**src/hdl/ecbu_pkg.sv**
```systemverilog
// Package for the camera basis update block: command types, fixed-point
// constants and the sine series used to build the sine and cosine tables.
// No dependencies; used by every module of the block.
`default_nettype none

package ecbu_pkg;

    // Function codes carried in the input word's tuser.
    localparam logic [2:0] FN_FWD   = 3'd0;
    localparam logic [2:0] FN_BACK  = 3'd1;
    localparam logic [2:0] FN_LEFT  = 3'd2;
    localparam logic [2:0] FN_RIGHT = 3'd3;
    localparam logic [2:0] FN_UP    = 3'd4;
    localparam logic [2:0] FN_DOWN  = 3'd5;
    localparam logic [2:0] FN_TURN  = 3'd6;

    // Configuration register indexes.
    localparam logic [1:0] CFG_SCREEN_W = 2'd0;
    localparam logic [1:0] CFG_SCREEN_H = 2'd1;
    localparam logic [1:0] CFG_ROLL     = 2'd2;

    // Angle lanes of the trig sequence.
    localparam logic [1:0] LANE_YAW   = 2'd0;
    localparam logic [1:0] LANE_PITCH = 2'd1;
    localparam logic [1:0] LANE_ROLL  = 2'd2;

    // Datapath widths.
    localparam int MUL_A_W = 33;
    localparam int MUL_B_W = 25;
    localparam int PROD_W  = 58;
    localparam int ACC_W   = 48;
    localparam int WIDE_W  = 60;

    // Angle constants in Q16 degrees.
    localparam logic signed [31:0] HALF_TURN = 32'sd11796480;
    localparam logic signed [24:0] PITCH_LIM = 25'sd5832704;
    localparam logic signed [24:0] YAW_RST   = 25'sd11796480;
    localparam logic signed [24:0] PITCH_RST = -25'sd5832704;

    // Division by 360 through a reciprocal: q = (n * RECIP_360) >> 31.
    localparam logic signed [24:0] RECIP_360   = 25'sd5965233;
    localparam int                 RECIP_SHIFT = 31;
    // Biases that keep the dividends positive.
    localparam logic signed [31:0] WRAP_BIAS = 32'sd23040;
    localparam logic signed [31:0] IDX_BIAS  = 32'sd1474740;
    localparam logic signed [14:0] IDX_OFF   = 15'sd4096;

    localparam logic signed [15:0] V_ONE = 16'sd16384;

    // Q28 radian constants for the sine series.
    localparam longint ONE_Q28     = 64'sd268435456;
    localparam longint PI_Q28      = 64'sd843314857;
    localparam longint HALF_PI_Q28 = 64'sd421657428;
    localparam longint TWO_PI_Q28  = 64'sd1686629713;

    // Datapath operations issued by the controller.
    typedef enum logic [3:0] {
        OP_IDLE,
        OP_LOAD,
        OP_MOVE_MUL,
        OP_MOVE_ADD,
        OP_VERT,
        OP_YAW_MUL,
        OP_YAW_SUM,
        OP_PITCH_SUM,
        OP_YAW_WRAP,
        OP_TRIG_MUL,
        OP_TRIG_RECIP,
        OP_TRIG_IDX,
        OP_TRIG_ROM,
        OP_VEC,
        OP_OUT
    } op_t;

    typedef struct packed {
        op_t        op;
        logic [1:0] lane;
        logic [3:0] step;
    } cmd_t;

    typedef enum logic [3:0] {
        ST_IDLE,
        ST_MOVE_MUL,
        ST_MOVE_ADD,
        ST_VERT,
        ST_YAW_MUL,
        ST_YAW_SUM,
        ST_PITCH_SUM,
        ST_YAW_WRAP,
        ST_TRIG_MUL,
        ST_TRIG_RECIP,
        ST_TRIG_IDX,
        ST_TRIG_ROM,
        ST_VEC,
        ST_DONE
    } ctl_state_t;

    // Sine in Q14 of an angle in Q28 radians within [0, 2.5 pi).
    function automatic logic signed [15:0] sine_q14(input longint theta_in);
        longint th;
        longint x;
        longint ax;
        longint x2;
        longint t;
        longint s;
        th = theta_in;
        if (th >= TWO_PI_Q28) begin
            th = th - TWO_PI_Q28;
        end
        x = (th > PI_Q28) ? th - TWO_PI_Q28 : th;
        if (x > HALF_PI_Q28) begin
            x = PI_Q28 - x;
        end else if (x < -HALF_PI_Q28) begin
            x = -PI_Q28 - x;
        end
        ax = (x < 0) ? -x : x;
        x2 = (ax * ax) >>> 28;
        t  = ONE_Q28;
        t  = ONE_Q28 - ((x2 * t) >>> 28) / 110;
        t  = ONE_Q28 - ((x2 * t) >>> 28) / 72;
        t  = ONE_Q28 - ((x2 * t) >>> 28) / 42;
        t  = ONE_Q28 - ((x2 * t) >>> 28) / 20;
        t  = ONE_Q28 - ((x2 * t) >>> 28) / 6;
        s  = (ax * t) >>> 28;
        s  = (s + 8192) >>> 14;
        if (s < 0) begin
            s = 0;
        end
        if (s > 16384) begin
            s = 16384;
        end
        if (x < 0) begin
            s = -s;
        end
        return 16'(s);
    endfunction

    // Shift right by n, rounding half away from zero.
    function automatic logic signed [WIDE_W-1:0] rnd_shift(input logic signed [WIDE_W-1:0] v,
                                                          input logic [4:0] n);
        logic signed [WIDE_W-1:0] half;
        half = 60'sd1 <<< (n - 5'd1);
        if (v >= 0) begin
            return (v + half) >>> n;
        end
        return -((-v + half) >>> n);
    endfunction

    // Saturate to the unit vector range.
    function automatic logic signed [15:0] sat_vec(input logic signed [WIDE_W-1:0] v);
        if (v > 60'sd16384) begin
            return V_ONE;
        end
        if (v < -60'sd16384) begin
            return -V_ONE;
        end
        return v[15:0];
    endfunction

    // Saturate a position sum to 32 bits.
    function automatic logic signed [31:0] sat_pos(input logic signed [33:0] v);
        if (v > 34'sd2147483647) begin
            return 32'sh7fffffff;
        end
        if (v < -34'sd2147483648) begin
            return 32'sh80000000;
        end
        return v[31:0];
    endfunction

endpackage

`default_nettype wire

```
**src/hdl/ecbu_ctrl.sv**
```systemverilog
// Controller of the camera basis update: sequences datapath operations for
// each event and owns the input ready and output valid handshakes.
// Depends on ecbu_pkg.
`default_nettype none

module ecbu_ctrl
    import ecbu_pkg::*;
(
    input  wire logic       aclk,
    input  wire logic       aresetn,
    input  wire logic       s_tvalid,
    input  wire logic [2:0] s_tuser,
    output logic            s_tready,
    output logic            m_tvalid,
    input  wire logic       m_tready,
    output cmd_t            cmd
);

    ctl_state_t state_reg, state_next;
    logic [1:0] lane_reg, lane_next;
    logic [3:0] step_reg, step_next;
    logic       out_valid_reg, out_valid_next;

    // State, lane, step and output valid registers.
    always_ff @(posedge aclk) begin
        if (!aresetn) begin
            state_reg     <= ST_IDLE;
            lane_reg      <= 2'd0;
            step_reg      <= 4'd0;
            out_valid_reg <= 1'b0;
        end else begin
            state_reg     <= state_next;
            lane_reg      <= lane_next;
            step_reg      <= step_next;
            out_valid_reg <= out_valid_next;
        end
    end

    // Next state and command decode.
    always_comb begin
        state_next     = state_reg;
        lane_next      = lane_reg;
        step_next      = step_reg;
        out_valid_next = out_valid_reg && !m_tready;
        s_tready       = 1'b0;
        cmd.op         = OP_IDLE;
        cmd.lane       = lane_reg;
        cmd.step       = step_reg;
        case (state_reg)
            ST_IDLE: begin
                // No word is taken while reset is held.
                s_tready  = aresetn;
                lane_next = 2'd0;
                step_next = 4'd0;
                if (s_tvalid && aresetn) begin
                    cmd.op = OP_LOAD;
                    case (s_tuser)
                        FN_FWD, FN_BACK, FN_LEFT, FN_RIGHT: state_next = ST_MOVE_MUL;
                        FN_UP, FN_DOWN:                     state_next = ST_VERT;
                        FN_TURN:                            state_next = ST_YAW_MUL;
                        default:                            state_next = ST_DONE;
                    endcase
                end
            end
            ST_MOVE_MUL: begin
                cmd.op     = OP_MOVE_MUL;
                state_next = ST_MOVE_ADD;
            end
            ST_MOVE_ADD: begin
                cmd.op = OP_MOVE_ADD;
                if (lane_reg == LANE_ROLL) begin
                    state_next = ST_DONE;
                end else begin
                    lane_next  = lane_reg + 2'd1;
                    state_next = ST_MOVE_MUL;
                end
            end
            ST_VERT: begin
                cmd.op     = OP_VERT;
                state_next = ST_DONE;
            end
            ST_YAW_MUL: begin
                cmd.op     = OP_YAW_MUL;
                state_next = ST_YAW_SUM;
            end
            ST_YAW_SUM: begin
                cmd.op     = OP_YAW_SUM;
                state_next = ST_PITCH_SUM;
            end
            ST_PITCH_SUM: begin
                cmd.op     = OP_PITCH_SUM;
                state_next = ST_YAW_WRAP;
            end
            ST_YAW_WRAP: begin
                cmd.op     = OP_YAW_WRAP;
                state_next = ST_TRIG_MUL;
            end
            ST_TRIG_MUL: begin
                cmd.op     = OP_TRIG_MUL;
                state_next = ST_TRIG_RECIP;
            end
            ST_TRIG_RECIP: begin
                cmd.op     = OP_TRIG_RECIP;
                state_next = ST_TRIG_IDX;
            end
            ST_TRIG_IDX: begin
                cmd.op     = OP_TRIG_IDX;
                state_next = ST_TRIG_ROM;
            end
            ST_TRIG_ROM: begin
                cmd.op = OP_TRIG_ROM;
                if (lane_reg == LANE_ROLL) begin
                    step_next  = 4'd0;
                    state_next = ST_VEC;
                end else begin
                    lane_next  = lane_reg + 2'd1;
                    state_next = ST_TRIG_MUL;
                end
            end
            ST_VEC: begin
                cmd.op    = OP_VEC;
                step_next = step_reg + 4'd1;
                if (step_reg == 4'd15) begin
                    state_next = ST_DONE;
                end
            end
            ST_DONE: begin
                // Load the output register once it is free or being taken.
                if (!out_valid_reg || m_tready) begin
                    cmd.op         = OP_OUT;
                    out_valid_next = 1'b1;
                    state_next     = ST_IDLE;
                end
            end
            default: begin
                state_next = ST_IDLE;
            end
        endcase
    end

    assign m_tvalid = out_valid_reg;

endmodule

`default_nettype wire

```
**config.mk**
```make
export PLATFORM = sky130hd
export DESIGN_NAME = ecbu_ctrl
export DESIGN_NICKNAME = d
export VERILOG_FILES = /design/src/hdl/ecbu_pkg.sv /design/src/hdl/ecbu_ctrl.sv
export SDC_FILE = /design/constraint.sdc
export NUM_CORES = 1
export LEC_CHECK = 0
export ABC_AREA = 1
export BUFFER_PORTS_ARGS = -buffer_cell sky130_fd_sc_hd__buf_2
export CAP_MARGIN = 10
export CELL_PAD_IN_SITES_DETAIL_PLACEMENT = 1
export CELL_PAD_IN_SITES_GLOBAL_PLACEMENT = 2
export CORE_MARGIN = 4
export CORE_UTILIZATION = 25
export CTS_CLUSTER_DIAMETER = 50
export CTS_CLUSTER_SIZE = 20
export DETAILED_ROUTE_END_ITERATION = 8
export MAX_ROUTING_LAYER = met4
export PLACE_DENSITY_LB_ADDON = 0.1
export SLEW_MARGIN = 20
export SYNTH_ARGS = -nofsm -noshare
export SYNTH_HDL_FRONTEND = slang
export SYNTH_SLANG_ARGS = --single-unit
```
**constraint.sdc**
```tcl
create_clock -name aclk -period 1.4 [get_ports aclk]
set_input_delay 0.28 -clock aclk [delete_from_list [all_inputs] [get_ports aclk]]
set_output_delay 0.28 -clock aclk [all_outputs]
set_load 0.005 [all_outputs]
```
## Yosys cells after proc, flatten, opt, wreduce, memory -nomap -nowiden

Index checks and enable logic that the tools add are counted.

| storage, ports and cells | value |
|---|---|
| bits in registers | 11 |
| input port bits | 7 |
| output and inout bits | 12 |
| logic and storage cells | 64 |

| cells by class | value |
|---|---|
| add/subtract/negate cells | 2 |
| equality and inequality tests | 26 |
| muxes and demuxes | 17 |
| reductions and logical operators | 15 |

Operators by type and width:

| kind | count |
|---|---|
| one-hot mux 4 bit (14 select lines) | 2 |
| == test 4 bit (second input constant) | 7 |
| 2-to-1 mux 4 bit | 6 |
| one-hot mux 4 bit (3 select lines) | 2 |
| == test 4 x 3 -> 1 bit (second input constant) | 4 |
| != test 2 bit (second input constant) | 5 |
| == test 3 bit (second input constant) | 3 |
| == test 4 x 2 -> 1 bit (second input constant) | 2 |
| == test 3 x 2 -> 1 bit (second input constant) | 2 |
| adder 4 x 1 -> 4 bit (second input constant) | 1 |
| == test 4 x 1 -> 1 bit (second input constant) | 1 |
| zero test 4 bit | 1 |
| 2-to-1 mux 1 bit | 4 |
| one-hot mux 2 bit (2 select lines) | 1 |
| AND reduction 2 bit | 2 |
| OR reduction 2 bit | 2 |
| OR reduction 4 bit | 1 |
| == test 3 x 1 -> 1 bit (second input constant) | 1 |
| zero test 3 bit | 1 |
| 2-to-1 mux 3 bit | 1 |
| AND reduction 3 bit | 1 |
| nonzero test 3 bit | 1 |
| adder 2 x 1 -> 2 bit (second input constant) | 1 |
| == test 2 bit (second input constant) | 1 |
| other kinds (5) | 7 |

## Logic depth before layout (Yosys ltp)

| logic depth | value |
|---|---|
| depth after elaboration | 5 |
| depth in mapped cells | 8 |
| mapped depth without buffers | 8 |

## Worst setup path before layout

Ideal clock, no wire load.

| path | value |
|---|---|
| kind | register -> output |
| start point | register state_reg[2] |
| end point | output cmd[6] in the netlist's numbering |
| arrival | 0.926 ns |
| required time | 1.120 ns |
| path slack | 0.194 ns |
| cell stages (with the launch flop) | 4 |
| buffers on the path | 0 |
| path through | dfxtp_1 -> nor2_4 -> nand2_4 -> o311ai_1 |

RTL lines:

| element | RTL line | text |
|---|---|---|
| start, declared | ecbu_ctrl.sv:19 | `ctl_state_t state_reg, state_next;` |
| start signal, assigned | ecbu_ctrl.sv:32 | `state_reg <= state_next;` |
| end, declared | ecbu_ctrl.sv:16 | `output cmd_t cmd` |

==> results.md <==
- Worst EP required: 1120 ps
- CTS root buf: clkbuf_4
- Clk_lat worst skew: 280 ps
- Nets: 174
- Failing checks: setup timing
- Initial antenna violation count: 0
- Slew @ Worst Pin: ~280 ps
- Area grow syn2layout: 61.3%
- Crit share post-route: 115%
- Initial Util: 26.8%
- Final Core Density: 43.3%
- #FFs+latches synth: 11
- Peak VDD IR: about 0.5 mV
- Area share of the leading cell type in the synthesized netlist: 28.8%
- Final ANT Viol Nets: 0
- Top cells by area, synth: dfxtp_1, nand2_1, a21oi_1
- Status: complete, but fails checks
- Num Clock Sinks: 11
- Reg clk slew, reported paths: 80 ps
- Most common cell in the netlist: nand2_1
- DRC violations left: 0
- Die width: 63.3 µm
- PD cells: roughly 1100 nW/µm²
- Syn_nets: 132
- Hold Crit Class: input pin to register
- MaxCap Viol Count: 0
- R2R Setup Slk: ~20 ps
- Endpoints failing setup: 5
- Ports: 19
- Ys flop type: dfxtp_1
- Via count: 947
- Average wire per cell in the routed design: around 14 µm
- Cell taking the most area after synthesis: dfxtp_1
- Vias in the first global route: 897
- Commonest cells in the netlist: nand2_1, nor2_1, inv_1
- Hold Path Stages: 3
- Min Hold Slack: 243 ps
- Syn Inst Count: roughly 120
- Hold Path End: state_reg[3]
- Worst Reg-to-Reg Cells: 8
- Sequential cell area: 238 µm²
- Core area: 2850 µm²
- CTS tree: done
- CP arrival: 1330 ps
- Min-delay src: aresetn
- Final wirelength: 2.78 mm
- Final max-slew violation count: 0
- Dpl hpwl: 1.89 mm
- RSZ-0062 raised after global routing: yes
- Pre-antenna DRT Iters: 4
- Leak: between 0.6 and 0.7 nW
- Critical path type: register to output port
- Total CTS buffers: 3
- H-tree levels: 1
- Max clock buf depth: 2
- Avg Inst Size Synth: just over 6 µm²
- RePlAce Congestion: 0.831
- Reg-to-reg endpoint: lane_reg[1]
- Die Y: 63.3 µm
- GRT overflow: 0
- Clk_skew: 5.31 ps
- Full die area: around 4000 µm²
- Synthesis Warnings: 0
- Worst setup EP type: output port
- DR iter-0 viols: 35
- Ant diodes: 0
- Register area share after synthesis: between 20% and 30%
- Layout cells sized above 1: 53.0%
- GRT Util Overall: a little over an eighth
- EDFF count, synth: 0
- Final Critical Period: around 1600 ps
- First-pass GRT wire length: 4.16 mm
- Port Buf Inserts: 18
- Setup tns final: -754 ps
- RR Startpoint: state_reg[1]
- Hold violation count in the final report: 0
- Crit Path Max Fanout: 5
- Pin count of the biggest net entering global routing: 11
- Finished Layout Cells: between 150 and 200
- Final setup margin: -207 ps
- Post-synth ARST share: 0%
- Post-Syn Area: 766 µm²
- Via/cell ratio: 4.86
- Dpl cells: 177
- Startpoint types: register
- Layout filler cell count: 384
- Distinct cell type count of the synthesized netlist: 24
- Slew margin rel.: roughly four fifths
- Site Rows: 19
- Multi-input combinational cell area: a little over 600 µm²
- Max Freq: 622 MHz
- Power Total: 1.37 mW
-- report_power, final --
group	internal (mW)	total, mW	switching [mW]
logic	0.350	0.757	0.407
clock network	0.106	0.226	0.120
registers	0.339	0.389	0.0500
total	0.795	1.37	0.578
-- cells in the final DEF (no fill, tap or decap), drive strengths merged, types with 2 or more instances in the layout --
master	count
nand2	35
nand3	12
inv	20
nor2	19
dfxtp	11
ha	2
a21oi	13
buf	38
o21ai	3
clkbuf	3
-- metal layers --
layer | global-route usage, % | part of all wire (%) | wire length, µm
met1 | 16.9 | 44 | 1230
met2 | 21.4 | 50 | 1400
met3 | 3.91 | 4.2 | 116
met4 | 3.23 | 1.3 | 37
met5 | - | 0 | 0
-- logic make-up after synthesis --
family | count (synthesis) | synth area share, %
and+or+nand+nor | 70 | 43.0
buffers and inverters | 21 | 10.3
AOI/OAI and AO/OA | 19 | 14.7
DFF | 11 | 28.8
adders and majority gates | 2 | 3.27
-- critical path, cell delays in order, from the launching register on --
cell	delay, ps
dfxtp_4	420
buf_4	140
nand2_4	50
nor2_4	120
nand2_2	80
o2111ai_2	90
buf_2	150
-- layout make-up --
cell class,count,area share (%)
Clock inverter,1,0.405
Timing Repair Buffer,38,19.8
Tap cell,31,3.14
Sequential cell,11,19.3
Inverter,20,6.69
Clock buffer,3,1.82
Multi-Input combinational cell,91,48.9
-- per-stage QoR --
stage                     instance area (µm²)  worst slack (ps)
after floorplan                           766               194
after global placement                    936             -16.5
after detailed placement                  936             -42.3
after CTS                                1080              -166
after global routing                     1230              -281
final                                    1230              -207
-- how the worst max path moves through the flow --
stage	from	to	slack, ps	cells after the start
4_1_cts	state_reg[3]	cmd[6]	-170	4
3_5_place_dp	state_reg[2]	cmd[9]	-40	5
2_1_floorplan	state_reg[2]	cmd[6]	190	3
3_3_place_gp	state_reg[0]	cmd[8]	-20	6
6_report	state_reg[0]	cmd[9]	-210	6
5_1_grt	state_reg[0]	cmd[9]	-280	6
-- repair_timing --
item	CTS	global route
pin swaps	2	15
resized for setup	23	25
hold buffers	0	0
setup buffers	6	10
endpoints found under the setup margin	5	14
Power figures use the tool's default switching activity.
